[config.mk]
export PLATFORM = sky130hd
export DESIGN_NAME = short_branch_relocator_flat
export DESIGN_NICKNAME = d
export VERILOG_FILES = /design/src/sbr_pkg.sv /design/src/sbr_if.sv /design/src/sbr_queue.sv /design/src/sbr_front.sv /design/src/sbr_back.sv /design/src/short_branch_relocator.sv /design/src/flat_wrapper.sv
export VERILOG_INCLUDE_DIRS = /design/src /design/src/src
export SDC_FILE = /design/constraint.sdc
export NUM_CORES = 1
export LEC_CHECK = 0
export ABC_CLOCK_PERIOD_IN_PS = 13400
export BUFFER_PORTS_ARGS = -buffer_cell sky130_fd_sc_hd__buf_2
export CORE_MARGIN = 2
export CORE_UTILIZATION = 44
export CTS_CLUSTER_DIAMETER = 30
export DETAILED_ROUTE_END_ITERATION = 8
export HOLD_SLACK_MARGIN = 0.08
export PLACE_DENSITY_LB_ADDON = 0.12
export RECOVER_POWER = 100
export SETUP_SLACK_MARGIN = 0.2
export SYNTH_ARGS = -nofsm -noshare
export SYNTH_HDL_FRONTEND = slang
export SYNTH_SLANG_ARGS = --single-unit
[constraint.sdc]
create_clock -name clk -period 13.4 [get_ports clk]
set_input_delay 0 -clock clk [delete_from_list [all_inputs] [get_ports clk]]
set_output_delay 0 -clock clk [all_outputs]
set_load 0.03 [all_outputs]
[src/short_branch_relocator_assert.svh]
// Assertion macros for the short branch relocator.
// Depends on nothing; expects clk and rst_n in the scope where a macro is used.
`ifndef SHORT_BRANCH_RELOCATOR_ASSERT_SVH
`define SHORT_BRANCH_RELOCATOR_ASSERT_SVH
`ifndef SYNTHESIS
// The property must hold at every clock edge outside reset.
`define SBR_ASSERT(lbl, prop, msg) \
    lbl: assert property (@(posedge clk) disable iff (!rst_n) prop) else $error(msg);
// The condition must never be seen outside reset.
`define SBR_ASSERT_NEVER(lbl, cond, msg) \
    lbl: assert property (@(posedge clk) disable iff (!rst_n) !(cond)) else $error(msg);
`else
`define SBR_ASSERT(lbl, prop, msg)
`define SBR_ASSERT_NEVER(lbl, cond, msg)
`endif
`endif

[src/sbr_pkg.sv]
// Shared types, constants and byte-encoding functions of the short branch relocator.
// Depends on nothing; used by the interfaces and every module.
package sbr_pkg;

    // Result status codes.
    typedef enum logic [1:0] {
        ST_NOT_HANDLED = 2'd0,
        ST_HANDLED     = 2'd1,
        ST_FAILED      = 2'd2
    } status_t;

    // Configuration register indexes.
    typedef enum logic [1:0] {
        REG_BLOCK_BASE = 2'd0,
        REG_BLOCK_SIZE = 2'd1,
        REG_LONG_MODE  = 2'd2
    } reg_idx_t;

    // Encoding chosen for one instruction.
    typedef enum logic [2:0] {
        K_SINGLE = 3'd0,
        K_JMP32  = 3'd1,
        K_JCC32  = 3'd2,
        K_JMPABS = 3'd3,
        K_JCCABS = 3'd4
    } kind_t;

    // One classified instruction, as held in the queue.
    typedef struct packed {
        status_t      status;
        kind_t        kind;
        logic [3:0]   cc;
        logic [31:0]  rel;
        logic [63:0]  target;
        logic [16:0]  new_off;
    } sbr_job_t;

    localparam int QDEPTH = 4;
    localparam int QPTR_W = $clog2(QDEPTH);
    localparam int QCNT_W = $clog2(QDEPTH + 1);

    localparam logic [7:0] OP_JMP32   = 8'hE9;
    localparam logic [7:0] OP_TWOBYTE = 8'h0F;
    localparam logic [3:0] HI_JCC32   = 4'h8;
    localparam logic [3:0] HI_JCC8    = 4'h7;
    localparam logic [7:0] OP_JMP8    = 8'hEB;
    localparam logic [7:0] OP_GRP5    = 8'hFF;
    localparam logic [7:0] MODRM_RIP  = 8'h25;
    localparam logic [7:0] ABS_JUMP_BYTES = 8'd14;

    // Number of results an encoding produces.
    function automatic logic [4:0] job_len(input kind_t kind);
        logic [4:0] n;
        unique case (kind)
            K_JMP32:  n = 5'd5;
            K_JCC32:  n = 5'd6;
            K_JMPABS: n = 5'd14;
            K_JCCABS: n = 5'd16;
            default:  n = 5'd1;
        endcase
        return n;
    endfunction

    // Byte i of the 14-byte indirect jump through an inline absolute address.
    function automatic logic [7:0] abs_byte(input logic [63:0] target, input logic [3:0] i);
        logic [3:0] k;
        logic [7:0] b;
        k = i - 4'd6;
        case (i) inside
            4'd0:          b = OP_GRP5;
            4'd1:          b = MODRM_RIP;
            [4'd2:4'd5]:   b = 8'h00;
            default:       b = target[{k[2:0], 3'b000} +: 8];
        endcase
        return b;
    endfunction

    // Byte i of the encoding held in a job.
    function automatic logic [7:0] job_byte(input sbr_job_t job, input logic [3:0] i);
        logic [3:0] k1;
        logic [3:0] k2;
        logic [7:0] b;
        k1 = i - 4'd1;
        k2 = i - 4'd2;
        unique case (job.kind)
            K_JMP32:
            begin
                b = (i == 4'd0) ? OP_JMP32 : job.rel[{k1[1:0], 3'b000} +: 8];
            end
            K_JCC32:
            begin
                case (i) inside
                    4'd0:    b = OP_TWOBYTE;
                    4'd1:    b = {HI_JCC32, job.cc};
                    default: b = job.rel[{k2[1:0], 3'b000} +: 8];
                endcase
            end
            K_JMPABS:
            begin
                b = abs_byte(job.target, i);
            end
            K_JCCABS:
            begin
                case (i) inside
                    4'd0:    b = {HI_JCC8, job.cc ^ 4'h1};
                    4'd1:    b = ABS_JUMP_BYTES;
                    default: b = abs_byte(job.target, k2);
                endcase
            end
            default:
            begin
                b = 8'h00;
            end
        endcase
        return b;
    endfunction

endpackage

[src/sbr_if.sv]
// Valid/ready channel interfaces: instruction items, result items and register writes.
// Depends on sbr_pkg.
interface sbr_instr_if import sbr_pkg::*; ();
    logic               valid;
    logic               ready;
    logic [7:0]         opcode_byte;
    logic signed [7:0]  displacement;
    logic [63:0]        instr_address;
    logic [3:0]         instr_length;
    logic [63:0]        trampoline_base;
    logic [15:0]        write_offset;

    modport source (output valid, opcode_byte, displacement, instr_address, instr_length,
                    trampoline_base, write_offset, input ready);
    modport sink   (input valid, opcode_byte, displacement, instr_address, instr_length,
                    trampoline_base, write_offset, output ready);
endinterface

interface sbr_result_if import sbr_pkg::*; ();
    logic        valid;
    logic        ready;
    logic [1:0]  status;
    logic [7:0]  out_byte;
    logic        byte_valid;
    logic        last;
    logic [16:0] new_write_offset;

    modport source (output valid, status, out_byte, byte_valid, last, new_write_offset,
                    input ready);
    modport sink   (input valid, status, out_byte, byte_valid, last, new_write_offset,
                    output ready);
endinterface

interface sbr_cfg_if import sbr_pkg::*; ();
    logic        valid;
    logic        ready;
    logic [1:0]  index;
    logic [63:0] data;

    modport source (output valid, index, data, input ready);
    modport sink   (input valid, index, data, output ready);
endinterface

[src/sbr_queue.sv]
// Four-entry job queue between the classifying front end and the byte emitter.
// Depends on sbr_pkg and the assertion macro header.
`include "short_branch_relocator_assert.svh"
module sbr_queue import sbr_pkg::*; (
    input  logic     clk,
    input  logic     rst_n,
    input  logic     push,
    input  sbr_job_t push_job,
    output logic     full,
    input  logic     pop,
    output sbr_job_t head_job,
    output logic     empty
);

    sbr_job_t            mem_reg [QDEPTH];
    logic [QPTR_W-1:0]   wr_ptr_reg, wr_ptr_next;
    logic [QPTR_W-1:0]   rd_ptr_reg, rd_ptr_next;
    logic [QCNT_W-1:0]   count_reg, count_next;

    assign full     = (count_reg == QCNT_W'(QDEPTH));
    assign empty    = (count_reg == '0);
    assign head_job = mem_reg[rd_ptr_reg];

    // Pointer and fill count update.
    always_comb
    begin
        wr_ptr_next = wr_ptr_reg;
        rd_ptr_next = rd_ptr_reg;
        count_next  = count_reg;
        if (push)
        begin
            wr_ptr_next = wr_ptr_reg + 1'b1;
        end
        if (pop)
        begin
            rd_ptr_next = rd_ptr_reg + 1'b1;
        end
        if (push && !pop)
        begin
            count_next = count_reg + 1'b1;
        end
        else if (pop && !push)
        begin
            count_next = count_reg - 1'b1;
        end
    end

    always_ff @(posedge clk or negedge rst_n)
    begin
        if (!rst_n)
        begin
            wr_ptr_reg <= '0;
            rd_ptr_reg <= '0;
            count_reg  <= '0;
        end
        else
        begin
            wr_ptr_reg <= wr_ptr_next;
            rd_ptr_reg <= rd_ptr_next;
            count_reg  <= count_next;
        end
    end

    // Entry storage; payload only, no reset.
    always_ff @(posedge clk)
    begin
        if (push)
        begin
            mem_reg[wr_ptr_reg] <= push_job;
        end
    end

    `SBR_ASSERT(a_count_bound, count_reg <= QCNT_W'(QDEPTH), "queue count beyond depth")
    `SBR_ASSERT_NEVER(a_pop_empty, pop && empty, "pop from empty queue")

endmodule

[src/sbr_front.sv]
// Front end: configuration registers, target and reach computation, classification.
// Depends on sbr_pkg and the channel interfaces.
module sbr_front import sbr_pkg::*; (
    input  logic          clk,
    input  logic          rst_n,
    sbr_cfg_if.sink       cfg,
    sbr_instr_if.sink     instr,
    input  logic          q_full,
    output logic          q_push,
    output sbr_job_t      q_job
);

    typedef enum logic [1:0] {
        C_OTHER = 2'd0,
        C_JCC   = 2'd1,
        C_JMP   = 2'd2,
        C_LOOP  = 2'd3
    } class_t;

    logic [63:0] block_base_reg;
    logic [7:0]  block_size_reg;
    logic        long_mode_reg;

    logic        s1_valid_reg;
    logic        s1_bad_reg;
    class_t      s1_cls_reg;
    logic [3:0]  s1_cc_reg;
    logic [63:0] s1_target_reg;
    logic [63:0] s1_here_reg;
    logic [63:0] s1_end_reg;
    logic [15:0] s1_off_reg;

    class_t      cls;
    logic        s1_load;
    logic        in_block;
    logic        fits;
    logic [63:0] rel_span;

    assign cfg.ready   = 1'b1;
    assign instr.ready = !s1_valid_reg || !q_full;
    assign s1_load     = instr.valid && instr.ready;
    assign q_push      = s1_valid_reg && !q_full;

    // Register writes.
    always_ff @(posedge clk or negedge rst_n)
    begin
        if (!rst_n)
        begin
            block_base_reg <= '0;
            block_size_reg <= '0;
            long_mode_reg  <= 1'b1;
        end
        else if (cfg.valid)
        begin
            unique case (cfg.index)
                REG_BLOCK_BASE: block_base_reg <= cfg.data;
                REG_BLOCK_SIZE: block_size_reg <= cfg.data[7:0];
                REG_LONG_MODE:  long_mode_reg  <= cfg.data[0];
                default:        ;
            endcase
        end
    end

    // Opcode decode.
    always_comb
    begin
        unique case (instr.opcode_byte) inside
            [8'h70:8'h7F]: cls = C_JCC;
            OP_JMP8:       cls = C_JMP;
            [8'hE0:8'hE3]: cls = C_LOOP;
            default:       cls = C_OTHER;
        endcase
    end

    // Stage one: branch target, end of block, and the address after the rel32 form.
    always_ff @(posedge clk or negedge rst_n)
    begin
        if (!rst_n)
        begin
            s1_valid_reg <= 1'b0;
        end
        else if (instr.ready)
        begin
            s1_valid_reg <= instr.valid;
        end
    end

    always_ff @(posedge clk)
    begin
        if (s1_load)
        begin
            s1_bad_reg    <= (instr.instr_length < 4'd2) || (instr.trampoline_base == '0);
            s1_cls_reg    <= cls;
            s1_cc_reg     <= instr.opcode_byte[3:0];
            s1_target_reg <= instr.instr_address + {60'd0, instr.instr_length}
                             + {{56{instr.displacement[7]}}, instr.displacement};
            s1_here_reg   <= instr.trampoline_base + {48'd0, instr.write_offset}
                             + ((cls == C_JCC) ? 64'd6 : 64'd5);
            s1_end_reg    <= block_base_reg + {56'd0, block_size_reg};
            s1_off_reg    <= instr.write_offset;
        end
    end

    // Stage two: block and reach tests, choice of encoding.
    assign rel_span = s1_target_reg - s1_here_reg;
    assign fits     = (rel_span[63:31] == '0) || (rel_span[63:31] == '1);
    assign in_block = (s1_target_reg >= block_base_reg) && (s1_target_reg < s1_end_reg);

    always_comb
    begin
        q_job.status  = ST_NOT_HANDLED;
        q_job.kind    = K_SINGLE;
        q_job.cc      = s1_cc_reg;
        q_job.rel     = rel_span[31:0];
        q_job.target  = s1_target_reg;
        q_job.new_off = {1'b0, s1_off_reg};
        if (s1_bad_reg || (s1_cls_reg == C_OTHER) || in_block)
        begin
            q_job.status = ST_NOT_HANDLED;
        end
        else if (s1_cls_reg == C_LOOP)
        begin
            q_job.status = ST_FAILED;
        end
        else if (fits || long_mode_reg)
        begin
            q_job.status = ST_HANDLED;
            if (s1_cls_reg == C_JMP)
            begin
                q_job.kind = fits ? K_JMP32 : K_JMPABS;
            end
            else
            begin
                q_job.kind = fits ? K_JCC32 : K_JCCABS;
            end
            q_job.new_off = {1'b0, s1_off_reg} + {12'd0, job_len(q_job.kind)};
        end
        else
        begin
            q_job.status = ST_FAILED;
        end
    end

endmodule

[src/sbr_back.sv]
// Back end: walks the job at the head of the queue and emits one result item per byte, or a single byteless item.
// Depends on sbr_pkg, the result interface and the assertion macro header.
`include "short_branch_relocator_assert.svh"
module sbr_back import sbr_pkg::*; (
    input  logic           clk,
    input  logic           rst_n,
    input  sbr_job_t       head_job,
    input  logic           q_empty,
    output logic           q_pop,
    sbr_result_if.source   result
);

    logic        out_valid_reg;
    logic [1:0]  status_reg;
    logic [7:0]  byte_reg;
    logic        bvalid_reg;
    logic        last_reg;
    logic [16:0] off_reg;
    logic [3:0]  idx_reg, idx_next;

    logic        load;
    logic        emit;
    logic        is_last;
    logic [4:0]  len;

    assign load    = !out_valid_reg || result.ready;
    assign emit    = load && !q_empty;
    assign len     = job_len(head_job.kind);
    assign is_last = ({1'b0, idx_reg} == (len - 5'd1));
    assign q_pop   = emit && is_last;
    assign idx_next = is_last ? 4'd0 : idx_reg + 4'd1;

    assign result.valid            = out_valid_reg;
    assign result.status           = status_reg;
    assign result.out_byte         = byte_reg;
    assign result.byte_valid       = bvalid_reg;
    assign result.last             = last_reg;
    assign result.new_write_offset = off_reg;

    // Byte counter and output valid.
    always_ff @(posedge clk or negedge rst_n)
    begin
        if (!rst_n)
        begin
            out_valid_reg <= 1'b0;
            idx_reg       <= '0;
        end
        else if (load)
        begin
            out_valid_reg <= !q_empty;
            if (emit)
            begin
                idx_reg <= idx_next;
            end
        end
    end

    // Output payload register.
    always_ff @(posedge clk)
    begin
        if (emit)
        begin
            status_reg <= head_job.status;
            byte_reg   <= job_byte(head_job, idx_reg);
            bvalid_reg <= (head_job.kind != K_SINGLE);
            last_reg   <= is_last;
            off_reg    <= head_job.new_off;
        end
    end

    `SBR_ASSERT(a_head_held, (idx_reg != 4'd0) |-> !q_empty, "job left queue mid-emit")
    `SBR_ASSERT(a_single_last, (out_valid_reg && !bvalid_reg) |-> last_reg,
                "byteless result not marked last")

endmodule

[src/short_branch_relocator.sv]
// Short branch relocator top level: front end, job queue and byte emitter.
// Depends on sbr_pkg, the channel interfaces, sbr_front, sbr_queue and sbr_back.
//
// Usage: instructions arrive on the instr channel (valid/ready) with opcode,
// rel8 displacement, address, length, trampoline base and write offset.
// Results leave on the result channel, one item per emitted byte (5, 6, 14
// or 16 items), or a single byteless item when the instruction is not handled
// or the relocation fails; last marks the final item of an instruction.
// Registers are written on the cfg channel (index 0 block base, 1 block size,
// 2 long mode), which is always ready and must only be used while idle.
// The first result of an instruction passes through the stage-one registers,
// the queue and the output register when the block is empty. Throughput is
// one result per cycle while the receiver is ready; the emitter's byte
// counter sets that rate. The front end takes a new instruction every cycle
// while the four-entry queue has room.
// Reset clears the pipeline and queue and sets block base 0, size 0 and long
// mode 1. When the receiver stalls, the current result is held and the queue
// fills, after which instr.ready drops.
module short_branch_relocator import sbr_pkg::*; (
    input  logic          clk,
    input  logic          rst_n,
    sbr_cfg_if.sink       cfg,
    sbr_instr_if.sink     instr,
    sbr_result_if.source  result
);

    logic     q_push;
    logic     q_pop;
    logic     q_full;
    logic     q_empty;
    sbr_job_t push_job;
    sbr_job_t head_job;

    // Classification and encoding choice.
    sbr_front u_front (
        .clk    (clk),
        .rst_n  (rst_n),
        .cfg    (cfg),
        .instr  (instr),
        .q_full (q_full),
        .q_push (q_push),
        .q_job  (push_job)
    );

    // Decoupling queue.
    sbr_queue u_queue (
        .clk      (clk),
        .rst_n    (rst_n),
        .push     (q_push),
        .push_job (push_job),
        .full     (q_full),
        .pop      (q_pop),
        .head_job (head_job),
        .empty    (q_empty)
    );

    // Byte emission.
    sbr_back u_back (
        .clk      (clk),
        .rst_n    (rst_n),
        .head_job (head_job),
        .q_empty  (q_empty),
        .q_pop    (q_pop),
        .result   (result)
    );

endmodule

[src/flat_wrapper.sv]
// flat-port wrapper written by rule: the top's interface ports become plain ports
module short_branch_relocator_flat import sbr_pkg::*;
  (clk, rst_n, cfg_valid, cfg_index, cfg_data, cfg_ready, instr_valid, instr_opcode_byte, instr_displacement, instr_instr_address, instr_instr_length, instr_trampoline_base, instr_write_offset, instr_ready, result_valid, result_status, result_out_byte, result_byte_valid, result_last, result_new_write_offset, result_ready);
  sbr_cfg_if cfg_i ();
  sbr_instr_if instr_i ();
  sbr_result_if result_i ();
  input  logic clk;
  input  logic rst_n;
  input wire logic [$bits(cfg_i.valid)-1:0] cfg_valid;
  input wire logic [$bits(cfg_i.index)-1:0] cfg_index;
  input wire logic [$bits(cfg_i.data)-1:0] cfg_data;
  output wire logic [$bits(cfg_i.ready)-1:0] cfg_ready;
  input wire logic [$bits(instr_i.valid)-1:0] instr_valid;
  input wire logic [$bits(instr_i.opcode_byte)-1:0] instr_opcode_byte;
  input wire logic [$bits(instr_i.displacement)-1:0] instr_displacement;
  input wire logic [$bits(instr_i.instr_address)-1:0] instr_instr_address;
  input wire logic [$bits(instr_i.instr_length)-1:0] instr_instr_length;
  input wire logic [$bits(instr_i.trampoline_base)-1:0] instr_trampoline_base;
  input wire logic [$bits(instr_i.write_offset)-1:0] instr_write_offset;
  output wire logic [$bits(instr_i.ready)-1:0] instr_ready;
  output wire logic [$bits(result_i.valid)-1:0] result_valid;
  output wire logic [$bits(result_i.status)-1:0] result_status;
  output wire logic [$bits(result_i.out_byte)-1:0] result_out_byte;
  output wire logic [$bits(result_i.byte_valid)-1:0] result_byte_valid;
  output wire logic [$bits(result_i.last)-1:0] result_last;
  output wire logic [$bits(result_i.new_write_offset)-1:0] result_new_write_offset;
  input wire logic [$bits(result_i.ready)-1:0] result_ready;
  assign cfg_i.valid = cfg_valid;
  assign cfg_i.index = cfg_index;
  assign cfg_i.data = cfg_data;
  assign cfg_ready = cfg_i.ready;
  assign instr_i.valid = instr_valid;
  assign instr_i.opcode_byte = instr_opcode_byte;
  assign instr_i.displacement = instr_displacement;
  assign instr_i.instr_address = instr_instr_address;
  assign instr_i.instr_length = instr_instr_length;
  assign instr_i.trampoline_base = instr_trampoline_base;
  assign instr_i.write_offset = instr_write_offset;
  assign instr_ready = instr_i.ready;
  assign result_valid = result_i.valid;
  assign result_status = result_i.status;
  assign result_out_byte = result_i.out_byte;
  assign result_byte_valid = result_i.byte_valid;
  assign result_last = result_i.last;
  assign result_new_write_offset = result_i.new_write_offset;
  assign result_i.ready = result_ready;
  short_branch_relocator u_core (.clk(clk), .rst_n(rst_n), .cfg(cfg_i), .instr(instr_i), .result(result_i));
endmodule
=== Word-level counts from Yosys, hierarchy flattened ===
Memory sizes are Yosys's and may differ from the RTL's.
Cells that the tools add are included.

* Word-level logic and storage cells: 150
* Input port bits: 235
* RAM bits: 488
* Bits in registers: 330
* Memories: 1
* Output and inout bits: 32

* Reductions and logical operators: 37
* $lt $le $gt $ge: 11
* Shift operators: 4
* Multiplexer cells: 39
* Equal/unequal tests: 19
* Add/subtract/negate cells: 17
* Bitwise gates (word level): 1

{| class="wikitable"
|+ Memory list
! memory !! depth !! bits a word !! read ports !! clocked after Yosys merged registers in !! write ports !! RTL line !! source
|-
| u_core.u_queue.mem_reg || 4 || 122 || 1 || 0 || 1 || sbr_queue.sv:15 || <nowiki>sbr_job_t mem_reg [QDEPTH];</nowiki>
|}

{| class="wikitable"
|+ Operators by type and width
! operator !! number
|-
| $shiftx A64 B7 Y8 || 2
|-
| $mux W8 || 11
|-
| $add A64 B16 Y64 || 1
|-
| $add A64 B3 Y64 || 1
|-
| $add A64 B4 Y64 || 1
|-
| $add A64 B64 Y64 || 1
|-
| $add A64 B8 Y64 || 1
|-
| $ge A64 B64 Y1 || 1
|-
| $logic_not A64 Y1 || 1
|-
| $lt A64 B64 Y1 || 1
|-
| $shiftx A32 B6 Y8 || 2
|-
| $sub A64 B64 Y64 || 1
|-
| $mux W17 || 3
|-
| $pmux W5 S4 || 2
|-
| $eq A33 B33 Y1 const B || 1
|-
| $logic_not A33 Y1 || 1
|-
| $pmux W8 S4 || 1
|-
| $mux W3 || 10
|-
| $add A16 B5 Y17 || 1
|-
| $mux W5 || 3
|-
| $eq A3 B2 Y1 const B || 4
|-
| $logic_and A1 B1 Y1 || 11
|-
| $mux W2 || 5
|-
| $eq A3 B3 Y1 const B || 3
|-
| 33 further kinds || 59
|}

=== Logic depth before layout (Yosys ltp) ===
* Depth after elaboration: 17
* Depth in mapped cells: 28
* Mapped depth without buffers: 28

=== Modules after synthesis ===
From an unflattened synthesis, not the netlist that was laid out.

* Cells, all modules: 3623
* Area total of the unflattened synthesis: 45839.0 um2

{| class="wikitable"
|+ Modules (own cells, without submodules)
! module !! cells an instance !! times used !! sequential area each (um2) !! area an instance (um2)
|-
| sbr_front || 2664 || 1 || 8309.2 || 24677.4
|-
| sbr_queue || 672 || 1 || 14829.2 || 17979.7
|-
| sbr_back || 287 || 1 || 996.0 || 3181.8
|}

=== Worst setup path before layout ===
Ideal clock, no wire load.

* Path kind: reg-to-reg
* From: register u_core.u_queue.count_reg[0]
* To: register u_core.u_front.s1_bad_reg, enable pin
* Stages on the path, launching flop included: 4
* Buffers on the path: 0
* Library setup time: 0.601 ns
* Required time: 12.799 ns
* Setup slack: 7.081 ns
* Data arrival time: 5.718 ns
* Period minus slack after synthesis: 6.319 ns
* Cells stage by stage: dfrtp_1 -> nor2_1 -> nand3_1 -> and2_1

* Cells in the longest elaborated chain, start to end: 4

{| class="wikitable"
|+ RTL lines
! element !! RTL line !! source
|-
| start: declaration || sbr_queue.sv:18 || <nowiki>logic [QCNT_W-1:0] count_reg, count_next;</nowiki>
|-
| start signal: assignment || sbr_queue.sv:60 || <nowiki>count_reg <= count_next;</nowiki>
|-
| $eq A3 B3 Y1 || sbr_queue.sv:20 || <nowiki>assign full = (count_reg == QCNT_W'(QDEPTH));</nowiki>
|-
| $logic_not A1 Y1 || sbr_front.sv:40 || <nowiki>assign instr.ready = !s1_valid_reg || !q_full;</nowiki>
|-
| $logic_or A1 B1 Y1 || sbr_front.sv:40 ||
|-
| named net instr_ready || flat_wrapper.sv:20 || <nowiki>output wire logic [$bits(instr_i.ready)-1:0] instr_ready;</nowiki>
|-
| $logic_and A1 B1 Y1 || sbr_front.sv:41 || <nowiki>assign s1_load = instr.valid && instr.ready;</nowiki>
|-
| named net u_core.u_front.s1_load || sbr_front.sv:34 || <nowiki>logic s1_load;</nowiki>
|-
| end signal: assignment || sbr_front.sv:92 || <nowiki>s1_bad_reg <= (instr.instr_length < 4'd2) || (instr.trampoline_base == '0);</nowiki>
|-
| end: declaration || sbr_front.sv:25 || <nowiki>logic s1_bad_reg;</nowiki>
|}

The timed path passes the listed nets, and every way through them passes these cells.
A chain may end at the register's enable or synchronous reset.

=== Final worst setup path ===
* From: register u_core.u_queue.count_reg[0]
* To: memory u_core.u_queue.mem_reg[1][36] (netlist name), enable pin

* Cells in the longest elaborated chain, start to end: 5

{| class="wikitable"
|+ RTL lines
! element !! RTL line !! source
|-
| $eq A3 B3 Y1 || sbr_queue.sv:20 ||
|-
| $logic_not A1 Y1 || sbr_front.sv:42 || <nowiki>assign q_push = s1_valid_reg && !q_full;</nowiki>
|-
| $logic_and A1 B1 Y1 || sbr_front.sv:42 ||
|-
| named net u_core.q_push || short_branch_relocator.sv:27 || <nowiki>logic q_push;</nowiki>
|-
| $mux W1 || sbr_queue.sv:67 || <nowiki>if (push)</nowiki>
|-
| $mux W1 (not written as such) || sbr_queue.sv:69 || <nowiki>mem_reg[wr_ptr_reg] <= push_job;</nowiki>
|-
| end: declaration || sbr_queue.sv:15 ||
|}

The timed path passes the listed nets, and every way through them passes these cells.

==> summary.md <==
| Metric | Value |
|---|---|
| Worst vdd rail ir drop | 0.343 mV |
| Number of input and output port buffers inserted | 265 |
| Kind of path behind the tightest hold check | primary input to flip-flop |
| Required time of the critical path | 13670 ps |
| Clock network latency to the later pin of the worst-skew pair | 760 ps |
| Fmax achieved | 116 MHz |
| Arrival time at the worst endpoint | 8920 ps |
| Most common library cell in the layout ignoring fill and taps | sky130_fd_sc_hd__edfxtp_1 |
| Final Wtd Congestion | 0.959 |
| Estimated wirelength of the detail-placed design | 96500 um |
| CTS tree | done |
| Worst relative slew slack | -152% |
| Total global routing overflow | 0 |
| Number of nets in the layout | 5125 |
| Pins Over Slew Limit | 1098 |
| Total Routed Length | 134000 um |
| DR iter-0 viols | 2641 |
| Share of power burned in the clock network | 32.8% |
| Unrepaired setup endpoints after global routing | false |
| Largest driver fanout on the critical path | 53 |
| Design internal power | 0.00811 W |
| Mean instance size in the synthesized netlist | 12.5 sq um |
| Starting density of the core | 44.5% |
| Critical Path, Cell by Cell | nor2_1 > a21boi_0 > and2_0 > clkbuf_1 > clkbuf_1 |
| DP Cell Count | 5270 |
| Share of the yosys chip area belonging to registers | 52.3% |
| Count of synthesis-stage warnings from yosys | 0 |
| Non-filler cells, final | 6026 |
| Drt pass-1 iters | 6 |
| CP Launch Point | u_core.u_queue.count_reg[0]$_DFFE_PN0P_ |
| Clock tree skew after final layout | 28.7 ps |
| Area added between synthesis and finish | 27.6% |
| Width of the chip | 328 um |
| Seq cells post-synth | 818 |
| Final critical path time including I/O delays and setup | 8650 ps |
| Part of the cycle the worst path needs | 64.5% |
| Antenna violations before repair | 1 |
| R2R Path End | u_core.u_queue.mem_reg[1][36]$_DFFE_PP_ |
| Final core occ | 56.7% |
| Synth cell types | 116 |
| TritonCTS buffer count | 162 |
| CORE AREA | 104000 sq um |
| Worst-Margin Slew | 3780 ps |
| Vertical die dimension | 328 um |
| Num Clock Sinks | 818 |
| I/O pins | 267 |
| Fraction of power consumed by sequential logic | 32.6% |
| Top Family by Delay on Critical Path | buffers and inverters |
| Register-to-Register Setup Slack | 4750 ps |
| Sw Pwr | 0.00439 W |
| Via count of the routed design | 33.5k |
| Number of global-route vias before repair | 33.6k |
| Global-route wire length before repair | 202000 um |
| Total track usage | 24.9% |
| Startpoint kind of the worst setup timing path | flip-flop |
| Count of buffering cells on the critical path with inverters included | 2 |
| Maximum single-stage delay on the critical path | 2600 ps |
| Cell with the most instances on the worst path | sky130_fd_sc_hd__clkbuf_1 |
| Status | complete, but fails checks |
| Flip-flop count of the largest register, all copies and words added | 488 |
| Post-detailed-route count of antenna-violating nets | 0 |
| Post-synthesis cell count | 3698 |
| CP endpoint kind | flip-flop |
| Final hold violation count | 0 |
| CTS H-tree lvls | 4 |
| Cell area after technology mapping | 46100 sq um |
| Post-CTS Resized | 0 |
| Switch share | 35.1% |
| Reg2reg start | u_core.u_queue.count_reg[0]$_DFFE_PN0P_ |
| Total Negative Setup Slacks | 0 ps |
| Synthesized net count | 4316 |
| Finish-stage setup viols | 0 |
| Clock-pin slew on the worst setup and hold paths | 50 ps |
| Power density over cell area | 212 nW/um^2 |
| CP max stage cell | sky130_fd_sc_hd__clkbuf_1 |
| Startpoint-to-endpoint class of the critical path | flip-flop to flip-flop |
| Worst-case reg-to-reg path depth | 5 |
| CTS root buffer | sky130_fd_sc_hd__clkbuf_16 |
| Top FF cell, synth | sky130_fd_sc_hd__edfxtp_1 |
| Worst path depth | 5 |
| Maximum number of pins on one net before global-route repair | 120 |
| Violations in the final reports | max-capacitance violations, max-slew violations |
| Fraction of power consumed by combinational cells | 34.6% |
| Final routed wire length divided by cell count | 22.3 um |
| Layout cells sized above 1 | 15.0% |
| Power consumption | 0.0125 W |
| Max Cap Violations | 25 |
| Endpoint of the most critical setup path | u_core.u_queue.mem_reg[1][36]$_DFFE_PP_ |
| Lkg Pwr | 23.0 nW |
| Area enclosed by the die boundary | 107000 sq um |
| Detail-routed via count per cell | 5.56 |
| Top library cells by usage in the layout, fill and taps aside | 732 x sky130_fd_sc_hd__edfxtp_1, 452 x sky130_fd_sc_hd__dlygate4sd3_1, 371 x sky130_fd_sc_hd__ha_1, 267 x sky130_fd_sc_hd__inv_1, 263 x sky130_fd_sc_hd__nand2_1 |
| Remaining routing DRC violations | 0 |
| Row cnt | 118 |
| Count of flip-flops with a built-in enable after synthesis | 732 |
| Maximum buffer depth of the clock tree | 3 |
| Async SR Flop Fraction | 10.5% |
==> synth_stat cells, types with 8 or more instances <==
cell type | number | share of area [%]
sky130_fd_sc_hd__mux2i_1 | 35 | 0.76
sky130_fd_sc_hd__nor3b_1 | 11 | 0.18
sky130_fd_sc_hd__nor4b_1 | 8 | 0.15
sky130_fd_sc_hd__o31ai_1 | 10 | 0.16
sky130_fd_sc_hd__dfrtp_1 | 85 | 4.6
sky130_fd_sc_hd__a21o_1 | 92 | 1.5
sky130_fd_sc_hd__a21boi_0 | 10 | 0.16
sky130_fd_sc_hd__o21ai_0 | 217 | 2.4
sky130_fd_sc_hd__nor3_1 | 55 | 0.60
sky130_fd_sc_hd__edfxtp_1 | 732 | 48
sky130_fd_sc_hd__o21ai_1 | 9 | 0.098
sky130_fd_sc_hd__clkbuf_1 | 59 | 0.48
sky130_fd_sc_hd__and2_1 | 24 | 0.33
sky130_fd_sc_hd__o21a_1 | 14 | 0.23
sky130_fd_sc_hd__and3_1 | 31 | 0.42
sky130_fd_sc_hd__a21oi_1 | 196 | 2.1
sky130_fd_sc_hd__o211ai_1 | 28 | 0.46
sky130_fd_sc_hd__nor2_1 | 186 | 1.5
sky130_fd_sc_hd__nor3_2 | 8 | 0.17
sky130_fd_sc_hd__nand4_1 | 80 | 1.1
sky130_fd_sc_hd__or2_2 | 8 | 0.11
sky130_fd_sc_hd__mux4_2 | 153 | 7.5
sky130_fd_sc_hd__nand3b_1 | 8 | 0.13
sky130_fd_sc_hd__inv_1 | 267 | 2.2
sky130_fd_sc_hd__and4_1 | 11 | 0.21
sky130_fd_sc_hd__a211oi_1 | 29 | 0.47
sky130_fd_sc_hd__or3_1 | 10 | 0.14
sky130_fd_sc_hd__nand3_1 | 89 | 0.97
sky130_fd_sc_hd__xor2_1 | 70 | 1.3
sky130_fd_sc_hd__o21bai_1 | 23 | 0.37
sky130_fd_sc_hd__buf_2 | 12 | 0.13
sky130_fd_sc_hd__mux2_2 | 17 | 0.41
sky130_fd_sc_hd__nand2_1 | 263 | 2.1
sky130_fd_sc_hd__buf_1 | 22 | 0.18
sky130_fd_sc_hd__nor2b_1 | 27 | 0.37
sky130_fd_sc_hd__nand2b_1 | 27 | 0.37
sky130_fd_sc_hd__ha_1 | 371 | 10
sky130_fd_sc_hd__a31oi_1 | 21 | 0.28
sky130_fd_sc_hd__nor4_1 | 35 | 0.47
sky130_fd_sc_hd__fa_1 | 12 | 0.52
sky130_fd_sc_hd__xnor2_1 | 178 | 3.4
sky130_fd_sc_hd__a2111oi_0 | 8 | 0.15
==> stage by stage <==
step	setup slack, ps	instance area, sq um	hold slack (ps)
2_1_floorplan	7080	46100	-296
3_3_place_gp	6000	49000	16.7
3_5_place_dp	5920	49000	19.9
4_1_cts	5920	59200	81.3
5_1_grt	3810	58800	106
6_report	4750	58900	92.1
==> worst reg2reg max path: cells and delay by family (launching register included) <==
kind	cells	cell delay (ps)
AOI/OAI and AO/OA	1	670
buffers and inverters	2	4590
DFF	1	440
and+or+nand+nor	2	2340
==> cell families after synthesis <==
family	synth area share [%]
compound gates	10.2
xor+xnor	4.71
simple gates	10.3
fa+ha+maj	10.6
flops	52.3
buf+inv	3.21
other cells	0.00813
mux	8.64
==> power by group through the flow <==
stage | clock network [W] | logic (W) | registers (W)
after floorplan | 0 | 0.00279 | 0.00403
after global placement | 0 | 0.00418 | 0.00405
after detailed placement | 0 | 0.00418 | 0.00407
after CTS | 0.00416 | 0.00436 | 0.00403
after global routing | 0.00428 | 0.00467 | 0.00414
final | 0.00410 | 0.00433 | 0.00407
==> layout make-up <==
class / count / area [sq um]
antenna: 4 / 10.0
clock buffer: 192 / 4260
multi-input combinational: 2506 / 20400
fill: 8624 / 44900
inverter: 268 / 1010
clock inverter: 107 / 1370
sequential: 818 / 24100
timing repair buffer: 751 / 5950
tap: 1380 / 1730
==> worst min-delay path by stage <==
stage                      start  cells after the start                                       endpoint
floorplan                  rst_n                      0           u_core.u_back.idx_reg[0]$_DFFE_PN0P_
global placement           rst_n                      1       u_core.u_queue.rd_ptr_reg[1]$_DFFE_PN0P_
detailed placement         rst_n                      1       u_core.u_queue.rd_ptr_reg[1]$_DFFE_PN0P_
CTS                 cfg_data[37]                      4  u_core.u_front.block_base_reg[37]$_DFFE_PN0P_
global route        cfg_data[37]                      4  u_core.u_front.block_base_reg[37]$_DFFE_PN0P_
finish              cfg_data[37]                      4  u_core.u_front.block_base_reg[37]$_DFFE_PN0P_
==> per-layer routing <==
metal	track usage [%]	wire length, um	vias to the layer above
met5	0	0	-
li1	-	-	15800
met4	8.64	4100	0
met2	39.6	62000	1024
met3	3.87	7170	199
met1	34.9	60900	16500
==> timing repair <==
| action | CTS | global route |
|---|---|---|
| hold buffers | 453 | 0 |
| buffers inserted | 0 | 0 |
| endpoints found under the hold margin | 349 | 0 |
No activity file was read; power rests on OpenSTA's default activity.
